## src/design/lrg_pkg.sv

```systemverilog
`timescale 1ns / 1ps
`default_nettype none

package lrg_pkg;

    localparam int DATA_W = 64;
    localparam int CNT_W  = $clog2(DATA_W);
    localparam int CFG_IDX_W = 2;

    localparam logic [CFG_IDX_W-1:0] CFG_MULTIPLIER = 2'd0;
    localparam logic [CFG_IDX_W-1:0] CFG_INCREMENT  = 2'd1;
    localparam logic [CFG_IDX_W-1:0] CFG_MODULUS    = 2'd2;

    localparam logic CMD_GENERATE = 1'b0;
    localparam logic CMD_RESEED   = 1'b1;

    localparam logic [DATA_W-1:0] RESET_SEED = {{(DATA_W-1){1'b0}}, 1'b1};

    // One datapath operation each; remainders first, then the affine map updates.
    typedef enum logic [3:0] {
        OP_NONE,
        OP_REM_MULT,
        OP_REM_INCR,
        OP_REM_POS,
        OP_REM_SEED,
        OP_RC_STEP,
        OP_RA_STEP,
        OP_BC_STEP,
        OP_BA_STEP,
        OP_RC_LAST,
        OP_RA_LAST,
        OP_POS_LAST
    } op_t;

    typedef struct packed {
        logic capture;
        logic start;
        op_t  op;
        logic commit;
    } ctrl_cmd_t;

    typedef struct packed {
        logic done;
        logic k_zero;
        logic k_lsb;
        logic reseed;
    } ctrl_stat_t;

    function automatic logic op_is_rem(input op_t op);
        return (op == OP_REM_MULT) || (op == OP_REM_INCR) ||
               (op == OP_REM_POS) || (op == OP_REM_SEED);
    endfunction

endpackage

`default_nettype wire

```

## src/design/lrg_modunit.sv

```systemverilog
`timescale 1ns / 1ps
`default_nettype none

// Bit-serial modular unit. Multiply: double-and-add, MSB first, one modular
// add per cycle, optional final "+ addend". Remainder: shifts op_y in bit by bit.
module lrg_modunit (
    input  wire logic                         clk,
    input  wire logic                         rst_n,
    input  wire logic                         start,
    input  wire logic                         rem_mode,
    input  wire logic                         add_en,
    input  wire logic [lrg_pkg::DATA_W-1:0]   op_x,
    input  wire logic [lrg_pkg::DATA_W-1:0]   op_y,
    input  wire logic [lrg_pkg::DATA_W-1:0]   addend,
    input  wire logic [lrg_pkg::DATA_W:0]     mod_ext,
    output logic                              done,
    output logic [lrg_pkg::DATA_W-1:0]        result
);
    import lrg_pkg::*;

    typedef enum logic [2:0] {
        U_IDLE,
        U_DBL,
        U_ADD,
        U_POST,
        U_DONE
    } ustate_t;

    localparam logic [CNT_W-1:0] CNT_TOP = CNT_W'(DATA_W - 1);

    ustate_t           state_reg;
    logic [CNT_W-1:0]  cnt_reg;
    logic [DATA_W-1:0] acc_reg;
    logic [DATA_W-1:0] x_reg;
    logic [DATA_W-1:0] y_reg;
    logic [DATA_W-1:0] add_reg;
    logic              rem_reg;
    logic              post_reg;

    logic [DATA_W-1:0] v_sel;
    logic              cin;
    logic [DATA_W:0]   sum;
    logic [DATA_W:0]   sum_red;
    logic [DATA_W-1:0] addm_res;

    always_comb
    begin
        unique case (state_reg)
            U_DBL:   v_sel = acc_reg;
            U_ADD:   v_sel = x_reg;
            U_POST:  v_sel = add_reg;
            default: v_sel = '0;
        endcase
    end

    assign cin = (state_reg == U_DBL) && rem_reg && y_reg[cnt_reg];
    // both terms below mod_ext, so one conditional subtract reduces the sum
    assign sum = {1'b0, acc_reg} + {1'b0, v_sel} + {{DATA_W{1'b0}}, cin};
    assign sum_red = (sum >= mod_ext) ? (sum - mod_ext) : sum;
    assign addm_res = sum_red[DATA_W-1:0];

    always_ff @(posedge clk or negedge rst_n)
    begin
        if (!rst_n)
        begin
            state_reg <= U_IDLE;
            cnt_reg   <= '0;
        end
        else
        begin
            unique case (state_reg)
                U_IDLE:
                begin
                    if (start)
                    begin
                        state_reg <= U_DBL;
                        cnt_reg   <= CNT_TOP;
                    end
                end
                U_DBL:
                begin
                    if (!rem_reg && y_reg[cnt_reg])
                        state_reg <= U_ADD;
                    else if (cnt_reg == '0)
                        state_reg <= post_reg ? U_POST : U_DONE;
                    else
                        cnt_reg <= cnt_reg - 1'b1;
                end
                U_ADD:
                begin
                    if (cnt_reg == '0)
                        state_reg <= post_reg ? U_POST : U_DONE;
                    else
                    begin
                        cnt_reg   <= cnt_reg - 1'b1;
                        state_reg <= U_DBL;
                    end
                end
                U_POST:  state_reg <= U_DONE;
                U_DONE:  state_reg <= U_IDLE;
                default: state_reg <= U_IDLE;
            endcase
        end
    end

    always_ff @(posedge clk)
    begin
        if (state_reg == U_IDLE && start)
        begin
            acc_reg  <= '0;
            x_reg    <= op_x;
            y_reg    <= op_y;
            add_reg  <= addend;
            rem_reg  <= rem_mode;
            post_reg <= add_en && !rem_mode;
        end
        else if (state_reg == U_DBL || state_reg == U_ADD || state_reg == U_POST)
        begin
            acc_reg <= addm_res;
        end
    end

    assign done   = (state_reg == U_DONE);
    assign result = acc_reg;

endmodule

`default_nettype wire

```

## src/design/lrg_datapath.sv

```systemverilog
`timescale 1ns / 1ps
`default_nettype none

module lrg_datapath (
    input  wire logic                            clk,
    input  wire logic                            rst_n,
    input  wire logic                            cfg_we,
    input  wire logic [lrg_pkg::CFG_IDX_W-1:0]   cfg_index,
    input  wire logic [lrg_pkg::DATA_W-1:0]      cfg_data,
    input  wire logic                            cmd,
    input  wire logic [lrg_pkg::DATA_W-1:0]      operand,
    input  wire lrg_pkg::ctrl_cmd_t              ctl,
    output lrg_pkg::ctrl_stat_t                  stat,
    output logic [lrg_pkg::DATA_W-1:0]           position
);
    import lrg_pkg::*;

    logic [DATA_W-1:0] mult_reg;
    logic [DATA_W-1:0] incr_reg;
    logic [DATA_W-1:0] mod_reg;
    logic [DATA_W-1:0] pos_reg;

    logic              reseed_reg;
    logic [DATA_W-1:0] seed_reg;
    logic              seedz_reg;
    logic [DATA_W-1:0] k_reg;
    logic [DATA_W-1:0] ba_reg;
    logic [DATA_W-1:0] bc_reg;
    logic [DATA_W-1:0] ra_reg;
    logic [DATA_W-1:0] rc_reg;
    logic [DATA_W-1:0] a0_reg;
    logic [DATA_W-1:0] c0_reg;
    logic [DATA_W-1:0] x_reg;
    logic [DATA_W-1:0] npos_reg;
    logic [DATA_W-1:0] out_pos_reg;

    logic [DATA_W:0]   mod_ext;
    logic [DATA_W-1:0] one_red;
    logic [DATA_W-1:0] u_x;
    logic [DATA_W-1:0] u_y;
    logic [DATA_W-1:0] u_add;
    logic              u_add_en;
    logic              u_done;
    logic [DATA_W-1:0] u_res;
    logic [DATA_W-1:0] new_pos;

    // modulus 0 stands for 2^64
    assign mod_ext = {(mod_reg == '0), mod_reg};
    assign one_red = (mod_reg == RESET_SEED) ? '0 : RESET_SEED;

    always_comb
    begin
        u_x      = '0;
        u_y      = '0;
        u_add    = '0;
        u_add_en = 1'b0;
        case (ctl.op)
            OP_REM_MULT: u_y = mult_reg;
            OP_REM_INCR: u_y = incr_reg;
            OP_REM_POS:  u_y = pos_reg;
            OP_REM_SEED: u_y = seed_reg;
            OP_RC_STEP:
            begin
                u_x = ba_reg; u_y = rc_reg; u_add = bc_reg; u_add_en = 1'b1;
            end
            OP_RA_STEP:
            begin
                u_x = ba_reg; u_y = ra_reg;
            end
            OP_BC_STEP:
            begin
                u_x = ba_reg; u_y = bc_reg; u_add = bc_reg; u_add_en = 1'b1;
            end
            OP_BA_STEP:
            begin
                u_x = ba_reg; u_y = ba_reg;
            end
            OP_RC_LAST:
            begin
                u_x = a0_reg; u_y = rc_reg; u_add = c0_reg; u_add_en = 1'b1;
            end
            OP_RA_LAST:
            begin
                u_x = a0_reg; u_y = ra_reg;
            end
            OP_POS_LAST:
            begin
                u_x = ra_reg; u_y = x_reg; u_add = rc_reg; u_add_en = 1'b1;
            end
            default: ;
        endcase
    end

    lrg_modunit u_modunit (
        .clk      (clk),
        .rst_n    (rst_n),
        .start    (ctl.start),
        .rem_mode (op_is_rem(ctl.op)),
        .add_en   (u_add_en),
        .op_x     (u_x),
        .op_y     (u_y),
        .addend   (u_add),
        .mod_ext  (mod_ext),
        .done     (u_done),
        .result   (u_res)
    );

    assign new_pos = reseed_reg ? (((c0_reg == '0) && seedz_reg) ? RESET_SEED : seed_reg)
                                : npos_reg;

    always_ff @(posedge clk or negedge rst_n)
    begin
        if (!rst_n)
        begin
            mult_reg <= '0;
            incr_reg <= '0;
            mod_reg  <= RESET_SEED;
            pos_reg  <= RESET_SEED;
        end
        else
        begin
            if (cfg_we)
            begin
                case (cfg_index)
                    CFG_MULTIPLIER: mult_reg <= cfg_data;
                    CFG_INCREMENT:  incr_reg <= cfg_data;
                    CFG_MODULUS:    mod_reg  <= cfg_data;
                    default: ;
                endcase
            end
            if (ctl.commit)
                pos_reg <= new_pos;
        end
    end

    always_ff @(posedge clk)
    begin
        if (ctl.capture)
        begin
            reseed_reg <= (cmd == CMD_RESEED);
            seed_reg   <= operand;
            k_reg      <= operand;
            ra_reg     <= one_red;
            rc_reg     <= '0;
        end
        if (u_done)
        begin
            case (ctl.op)
                OP_REM_MULT:
                begin
                    ba_reg <= u_res; a0_reg <= u_res;
                end
                OP_REM_INCR:
                begin
                    bc_reg <= u_res; c0_reg <= u_res;
                end
                OP_REM_POS:  x_reg     <= u_res;
                OP_REM_SEED: seedz_reg <= (u_res == '0);
                OP_RC_STEP:  rc_reg    <= u_res;
                OP_RA_STEP:  ra_reg    <= u_res;
                OP_BC_STEP:  bc_reg    <= u_res;
                OP_BA_STEP:
                begin
                    ba_reg <= u_res;
                    k_reg  <= k_reg >> 1;
                end
                OP_RC_LAST:  rc_reg    <= u_res;
                OP_RA_LAST:  ra_reg    <= u_res;
                OP_POS_LAST: npos_reg  <= u_res;
                default: ;
            endcase
        end
        if (ctl.commit)
            out_pos_reg <= new_pos;
    end

    assign stat.done   = u_done;
    assign stat.k_zero = (k_reg == '0);
    assign stat.k_lsb  = k_reg[0];
    assign stat.reseed = reseed_reg;
    assign position    = out_pos_reg;

endmodule

`default_nettype wire

```

## src/design/lrg_ctrl.sv

```systemverilog
`timescale 1ns / 1ps
`default_nettype none

module lrg_ctrl (
    input  wire logic                 clk,
    input  wire logic                 rst_n,
    input  wire logic                 in_valid,
    output logic                      in_ready,
    output logic                      out_valid,
    input  wire logic                 out_ready,
    input  wire lrg_pkg::ctrl_stat_t  stat,
    output lrg_pkg::ctrl_cmd_t        ctl
);
    import lrg_pkg::*;

    typedef enum logic [2:0] {
        ST_IDLE,
        ST_DECIDE,
        ST_ISSUE,
        ST_WAIT,
        ST_OUT
    } state_t;

    state_t state_reg;
    op_t    op_reg;
    logic   out_valid_reg;
    op_t    op_next;
    logic   finish;
    logic   out_free;

    // loop test after the position remainder and after each squaring
    function automatic op_t loop_op(input ctrl_stat_t s);
        if (s.k_zero)
            return OP_RC_LAST;
        else if (s.k_lsb)
            return OP_RC_STEP;
        else
            return OP_BC_STEP;
    endfunction

    always_comb
    begin
        finish  = 1'b0;
        op_next = OP_NONE;
        case (op_reg)
            OP_NONE:     op_next = stat.reseed ? OP_REM_INCR : OP_REM_MULT;
            OP_REM_MULT: op_next = OP_REM_INCR;
            OP_REM_INCR: op_next = stat.reseed ? OP_REM_SEED : OP_REM_POS;
            OP_REM_POS:  op_next = loop_op(stat);
            OP_RC_STEP:  op_next = OP_RA_STEP;
            OP_RA_STEP:  op_next = OP_BC_STEP;
            OP_BC_STEP:  op_next = OP_BA_STEP;
            OP_BA_STEP:  op_next = loop_op(stat);
            OP_RC_LAST:  op_next = OP_RA_LAST;
            OP_RA_LAST:  op_next = OP_POS_LAST;
            default:     finish  = 1'b1;
        endcase
    end

    assign out_free = !out_valid_reg || out_ready;

    always_ff @(posedge clk or negedge rst_n)
    begin
        if (!rst_n)
        begin
            state_reg     <= ST_IDLE;
            op_reg        <= OP_NONE;
            out_valid_reg <= 1'b0;
        end
        else
        begin
            if (ctl.commit)
                out_valid_reg <= 1'b1;
            else if (out_valid_reg && out_ready)
                out_valid_reg <= 1'b0;
            unique case (state_reg)
                ST_IDLE:
                begin
                    if (in_valid)
                    begin
                        op_reg    <= OP_NONE;
                        state_reg <= ST_DECIDE;
                    end
                end
                ST_DECIDE:
                begin
                    if (finish)
                        state_reg <= ST_OUT;
                    else
                    begin
                        op_reg    <= op_next;
                        state_reg <= ST_ISSUE;
                    end
                end
                ST_ISSUE: state_reg <= ST_WAIT;
                ST_WAIT:
                begin
                    if (stat.done)
                        state_reg <= ST_DECIDE;
                end
                ST_OUT:
                begin
                    if (out_free)
                        state_reg <= ST_IDLE;
                end
                default: state_reg <= ST_IDLE;
            endcase
        end
    end

    assign in_ready    = (state_reg == ST_IDLE);
    assign out_valid   = out_valid_reg;
    assign ctl.capture = in_ready && in_valid;
    assign ctl.start   = (state_reg == ST_ISSUE);
    assign ctl.op      = op_reg;
    assign ctl.commit  = (state_reg == ST_OUT) && out_free;

endmodule

`default_nettype wire

```

## src/design/lcg_random_generator_core.sv

```systemverilog
`timescale 1ns / 1ps
`default_nettype none

// Linear congruential generator, x <- (a*x + c) mod m, exact product.
// Config: cfg_we/cfg_index/cfg_data write multiplier (0), increment (1) and
//   modulus (2; 0 means 2^64). Write only while idle.
// Input channel in_valid/in_ready carries cmd and operand. cmd 0 advances the
//   position operand+1 times and returns it; cmd 1 loads operand as the seed
//   (1 if seed and increment are both multiples of m) and returns it.
// Output channel out_valid/out_ready carries position, one result per item.
// One item at a time. All arithmetic runs through one bit-serial modular unit.
//   Reseed: 2 remainders. Generate: 3 remainders, then for each bit of the skip
//   count up to its top set bit 2 multiplies (4 when the bit is set), then 3
//   more multiplies.
// Reset: position 1, multiplier 0, increment 0, modulus 1, no result pending.
// A finished result waits in the output register while out_ready is low; the
//   next item is accepted meanwhile, and its result waits until the slot frees.
module lcg_random_generator_core (
    input  wire logic                            clk,
    input  wire logic                            rst_n,
    input  wire logic                            cfg_we,
    input  wire logic [lrg_pkg::CFG_IDX_W-1:0]   cfg_index,
    input  wire logic [lrg_pkg::DATA_W-1:0]      cfg_data,
    input  wire logic                            in_valid,
    output logic                                 in_ready,
    input  wire logic                            cmd,
    input  wire logic [lrg_pkg::DATA_W-1:0]      operand,
    output logic                                 out_valid,
    input  wire logic                            out_ready,
    output logic [lrg_pkg::DATA_W-1:0]           position
);
    import lrg_pkg::*;

    ctrl_cmd_t  ctl;
    ctrl_stat_t stat;

    lrg_ctrl u_ctrl (
        .clk       (clk),
        .rst_n     (rst_n),
        .in_valid  (in_valid),
        .in_ready  (in_ready),
        .out_valid (out_valid),
        .out_ready (out_ready),
        .stat      (stat),
        .ctl       (ctl)
    );

    lrg_datapath u_datapath (
        .clk       (clk),
        .rst_n     (rst_n),
        .cfg_we    (cfg_we),
        .cfg_index (cfg_index),
        .cfg_data  (cfg_data),
        .cmd       (cmd),
        .operand   (operand),
        .ctl       (ctl),
        .stat      (stat),
        .position  (position)
    );

endmodule

`default_nettype wire

```

## config.mk

```make
export PLATFORM = sky130hd
export DESIGN_NAME = lcg_random_generator_core
export DESIGN_NICKNAME = d
export VERILOG_FILES = /design/src/design/lrg_pkg.sv /design/src/design/lrg_modunit.sv /design/src/design/lrg_datapath.sv /design/src/design/lrg_ctrl.sv /design/src/design/lcg_random_generator_core.sv
export SDC_FILE = /design/constraint.sdc
export NUM_CORES = 2
export LEC_CHECK = 0
export ABC_AREA = 0
export BUFFER_PORTS_ARGS = -buffer_cell sky130_fd_sc_hd__buf_2
export CAP_MARGIN = 20
export CELL_PAD_IN_SITES_DETAIL_PLACEMENT = 2
export CELL_PAD_IN_SITES_GLOBAL_PLACEMENT = 2
export CORE_ASPECT_RATIO = 0.6
export CORE_UTILIZATION = 46
export DETAILED_ROUTE_END_ITERATION = 7
export PLACE_DENSITY = 0.85
export SYNTH_ARGS = -nofsm -noshare
export SYNTH_HDL_FRONTEND = slang
export SYNTH_SLANG_ARGS = --single-unit
```

## constraint.sdc

```tcl
create_clock -name clk -period 21 [get_ports clk]
set_clock_uncertainty 0.15 [all_clocks]
set_input_delay 2.1 -clock clk [delete_from_list [all_inputs] [get_ports clk]]
set_output_delay 2.1 -clock clk [all_outputs]
set_load 0.05 [all_outputs]
```

==> summary.txt <==
Status
  – Outcome: complete, but fails checks
  – Failing checks: DRC

Clock network
  – Clock Tree Buf Depth: 3
  – Clk slew on worst S/H paths: 70 ps
  – Sink Count: 1237
  – CTS resizes: 0
  – Hold-fix buffers, CTS: 0
  – CTS tree: done
  – Post CTS Setup Buffer Count: 0
  – Htree depth: 3
  – Clock Latency Late Sink: 790 ps
  – Root Driver: clkbuf_16
  – CTS Buf Count: 113

Critical path
  – Critical path depth: 27
  – Reg-to-reg endpoint: u_datapath.u_modunit.result[47]$_SDFFE_PP0P_
  – RR Startpoint: u_datapath.u_modunit.cnt_reg[2]$_DFFE_PN0P_
  – Critical Path End Type: register
  – Crit path to: u_datapath.u_modunit.result[47]$_SDFFE_PP0P_
  – WP buf/inv: 3
  – CP top delay family: compound AO/OA/AOI/OAI gates
  – Worst path max stage delay: 1110 ps
  – CP Launch Type: register
  – Crit path DAT: 10750 ps
  – Critical Path Source: u_datapath.u_modunit.cnt_reg[2]$_DFFE_PN0P_
  – Worst EP required: 21500 ps
  – Worst r2r path cells: 27
  – Setup CP Type: register to register
  – Reg2reg setup slack: 10750 ps
  – Critical-path top delay cell: dfrtp_1
  – Crit-path max FO: 30

Route
  – Drt drc: 16
  – Vias: 48100
  – DR pass1 iterations: 8
  – Drt wl/cell: 39.3 microns
  – DRT iter0 DRCs: 8096
  – Vias per cell: 7.19
  – Antenna-violating nets left: 0
  – Final WL: 263000 microns

Place
  – Area post-placement: 0.0601 sq mm
  – Placed cell count: 6457
  – Port Buffers: 201
  – Dpl hpwl: 178000 microns
  – RD Place Congestion: 0.987

Final layout
  – Layout cells sized above 1: 17.5%
  – Non-Filler Instances: 6691
  – Filler cell count: 11700
  – Nets: 5226
  – Area grow syn2layout: 11.8%
  – Final Cell Area: 0.0641 sq mm

Die
  – Initial Util: 46.8%
  – Width of the die: 458 microns
  – Die H: 275 microns
  – Core Box Area: 0.123 sq mm
  – Die area: 0.126 sq mm
  – # IOs: 202
  – Std-Cell Rows: 99

STA
  – Worst-Margin Slew: 1300 ps
  – Final hold slack: 346 ps
  – Max-slew violations: 0
  – FMAX: 97.6 MHz
  – RSZ-0062 raised after global routing: no
  – Final setup violation count: 0
  – Fin crit period: 10250 ps
  – Hold Vio Cnt, Final: 0
  – Relative slew slack: 13.2%
  – Final setup TNS: 0 ps
  – Fin crit share: 48.8%

Yosys
  – #FFs+latches synth: 1237
  – Dominant synthesized flop cell: edfxtp_1
  – Dominant cells by area after synthesis: edfxtp_1 37%, dfrtp_1 12%, dfxtp_1 8.9%
  – Syn Inst Count: 4867
  – Area leader, netlist: edfxtp_1
  – List of most frequent post-synthesis cells: 708 x edfxtp_1, 473 x nand2_1, 320 x mux2_2
  – Post-synthesis cell type count: 86
  – Synth top area share: 37.1%
  – Post-synth EDFFs: 708
  – Syn nets: 5135
  – Avg Inst Size Synth: 11.8 sq um
  – Yosys warning count: 0
  – Count leader, synth: edfxtp_1
  – Mapped cell area: 0.0573 sq mm
  – Post-synthesis sequential area ratio: 57.9%
  – Async SR Flop Fraction: 22.1%

Global route
  – Pin count of the biggest net entering global routing: 106
  – First-pass GRT wire length: 372000 microns
  – Global Route Usage Sum: 40.9%
  – Initial antenna violation count: 34
  – Vias in the first global route: 49600
  – GRT overflow: 0

Run
  – Max Cap Viol: 0

Worst hold path
  – Min-delay worst type: register to register
[worst reg2reg max path: cells and delay by family, from the launching register on]
| family | cells | cell delay [ps] |
|---|---|---|
| AOI/OAI and AO/OA | 9 | 2870 |
| and+or+nand+nor | 8 | 2480 |
| muxes | 3 | 1530 |
| DFF | 1 | 1110 |
| adders and majority gates | 3 | 1110 |
| buffers and inverters | 3 | 620 |
| xor gates and xnor gates | 1 | 280 |
[kinds of logic after synthesis]
family,after synthesis,synth area share [%]
compound gates,1295,16.1
xor+xnor,117,1.79
fa+ha+maj,132,2.92
buf+inv,560,3.71
flops,1237,57.9
mux,444,8.91
simple gates,1082,8.60
[metrics by stage]
stage	utilization, %	setup slack (ps)
floorplan	-	11850
global placement	49.0	11800
detailed placement	49.1	11340
CTS	52.2	11190
global route	52.3	10550
finish	52.3	10750
[cell type report]
| type | count | area [sq um] | area share, % |
|---|---|---|---|
| Sequential cell | 1237 | 33200 | 51.9 |
| Multi-Input combinational cell | 3070 | 22200 | 34.6 |
| Clock buffer | 150 | 3150 | 4.92 |
| Tap cell | 1616 | 2020 | 3.16 |
| Timing Repair Buffer | 298 | 1810 | 2.82 |
| Inverter | 238 | 912 | 1.42 |
| Clock inverter | 66 | 723 | 1.13 |
| Antenna cell | 16 | 40.0 | 0.0625 |
[worst min path at each step]
| stage | end | depth (start not counted) | slack, ps | from |
|---|---|---|---|---|
| global route | u_datapath.rc_reg[47]$_DFF_P_ | 2 | 360 | u_datapath.rc_reg[47]$_DFF_P_ |
| CTS | u_datapath.rc_reg[4]$_DFF_P_ | 2 | 340 | u_datapath.rc_reg[4]$_DFF_P_ |
| floorplan | u_datapath.k_reg[10]$_DFF_P_ | 2 | 300 | u_datapath.k_reg[11]$_DFF_P_ |
| finish | u_datapath.rc_reg[4]$_DFF_P_ | 2 | 350 | u_datapath.rc_reg[4]$_DFF_P_ |
| detailed placement | u_datapath.ra_reg[58]$_DFF_P_ | 2 | 320 | u_datapath.ra_reg[58]$_DFF_P_ |
| global placement | u_datapath.rc_reg[34]$_DFF_P_ | 2 | 310 | u_datapath.rc_reg[34]$_DFF_P_ |
[placed cells by master (no fill, tap or decap), types with 129 or more instances in the layout]
master	instances
dfrtp_1	268
a21oi_1	206
o21ai_0	286
edfxtp_1	708
a222oi_1	192
nor2_1	207
nand2_1	472
mux2_2	320
ha_1	129
inv_1	233
buf_2	201
a22oi_1	132
dfxtp_1	256
[layer usage]
metal / GRT usage [%] / vias to the layer above / wire length (microns)
li1: - / 18800 / -
met1: 56.4 / 25100 / 105000
met2: 61.0 / 3553 / 114000
met3: 11.4 / 646 / 33000
met4: 16.5 / 20 / 10800
met5: 0 / - / 143
Power is not shown: default switching activity piles up to over one toggle a cycle in this logic, so the estimate is an artifact.
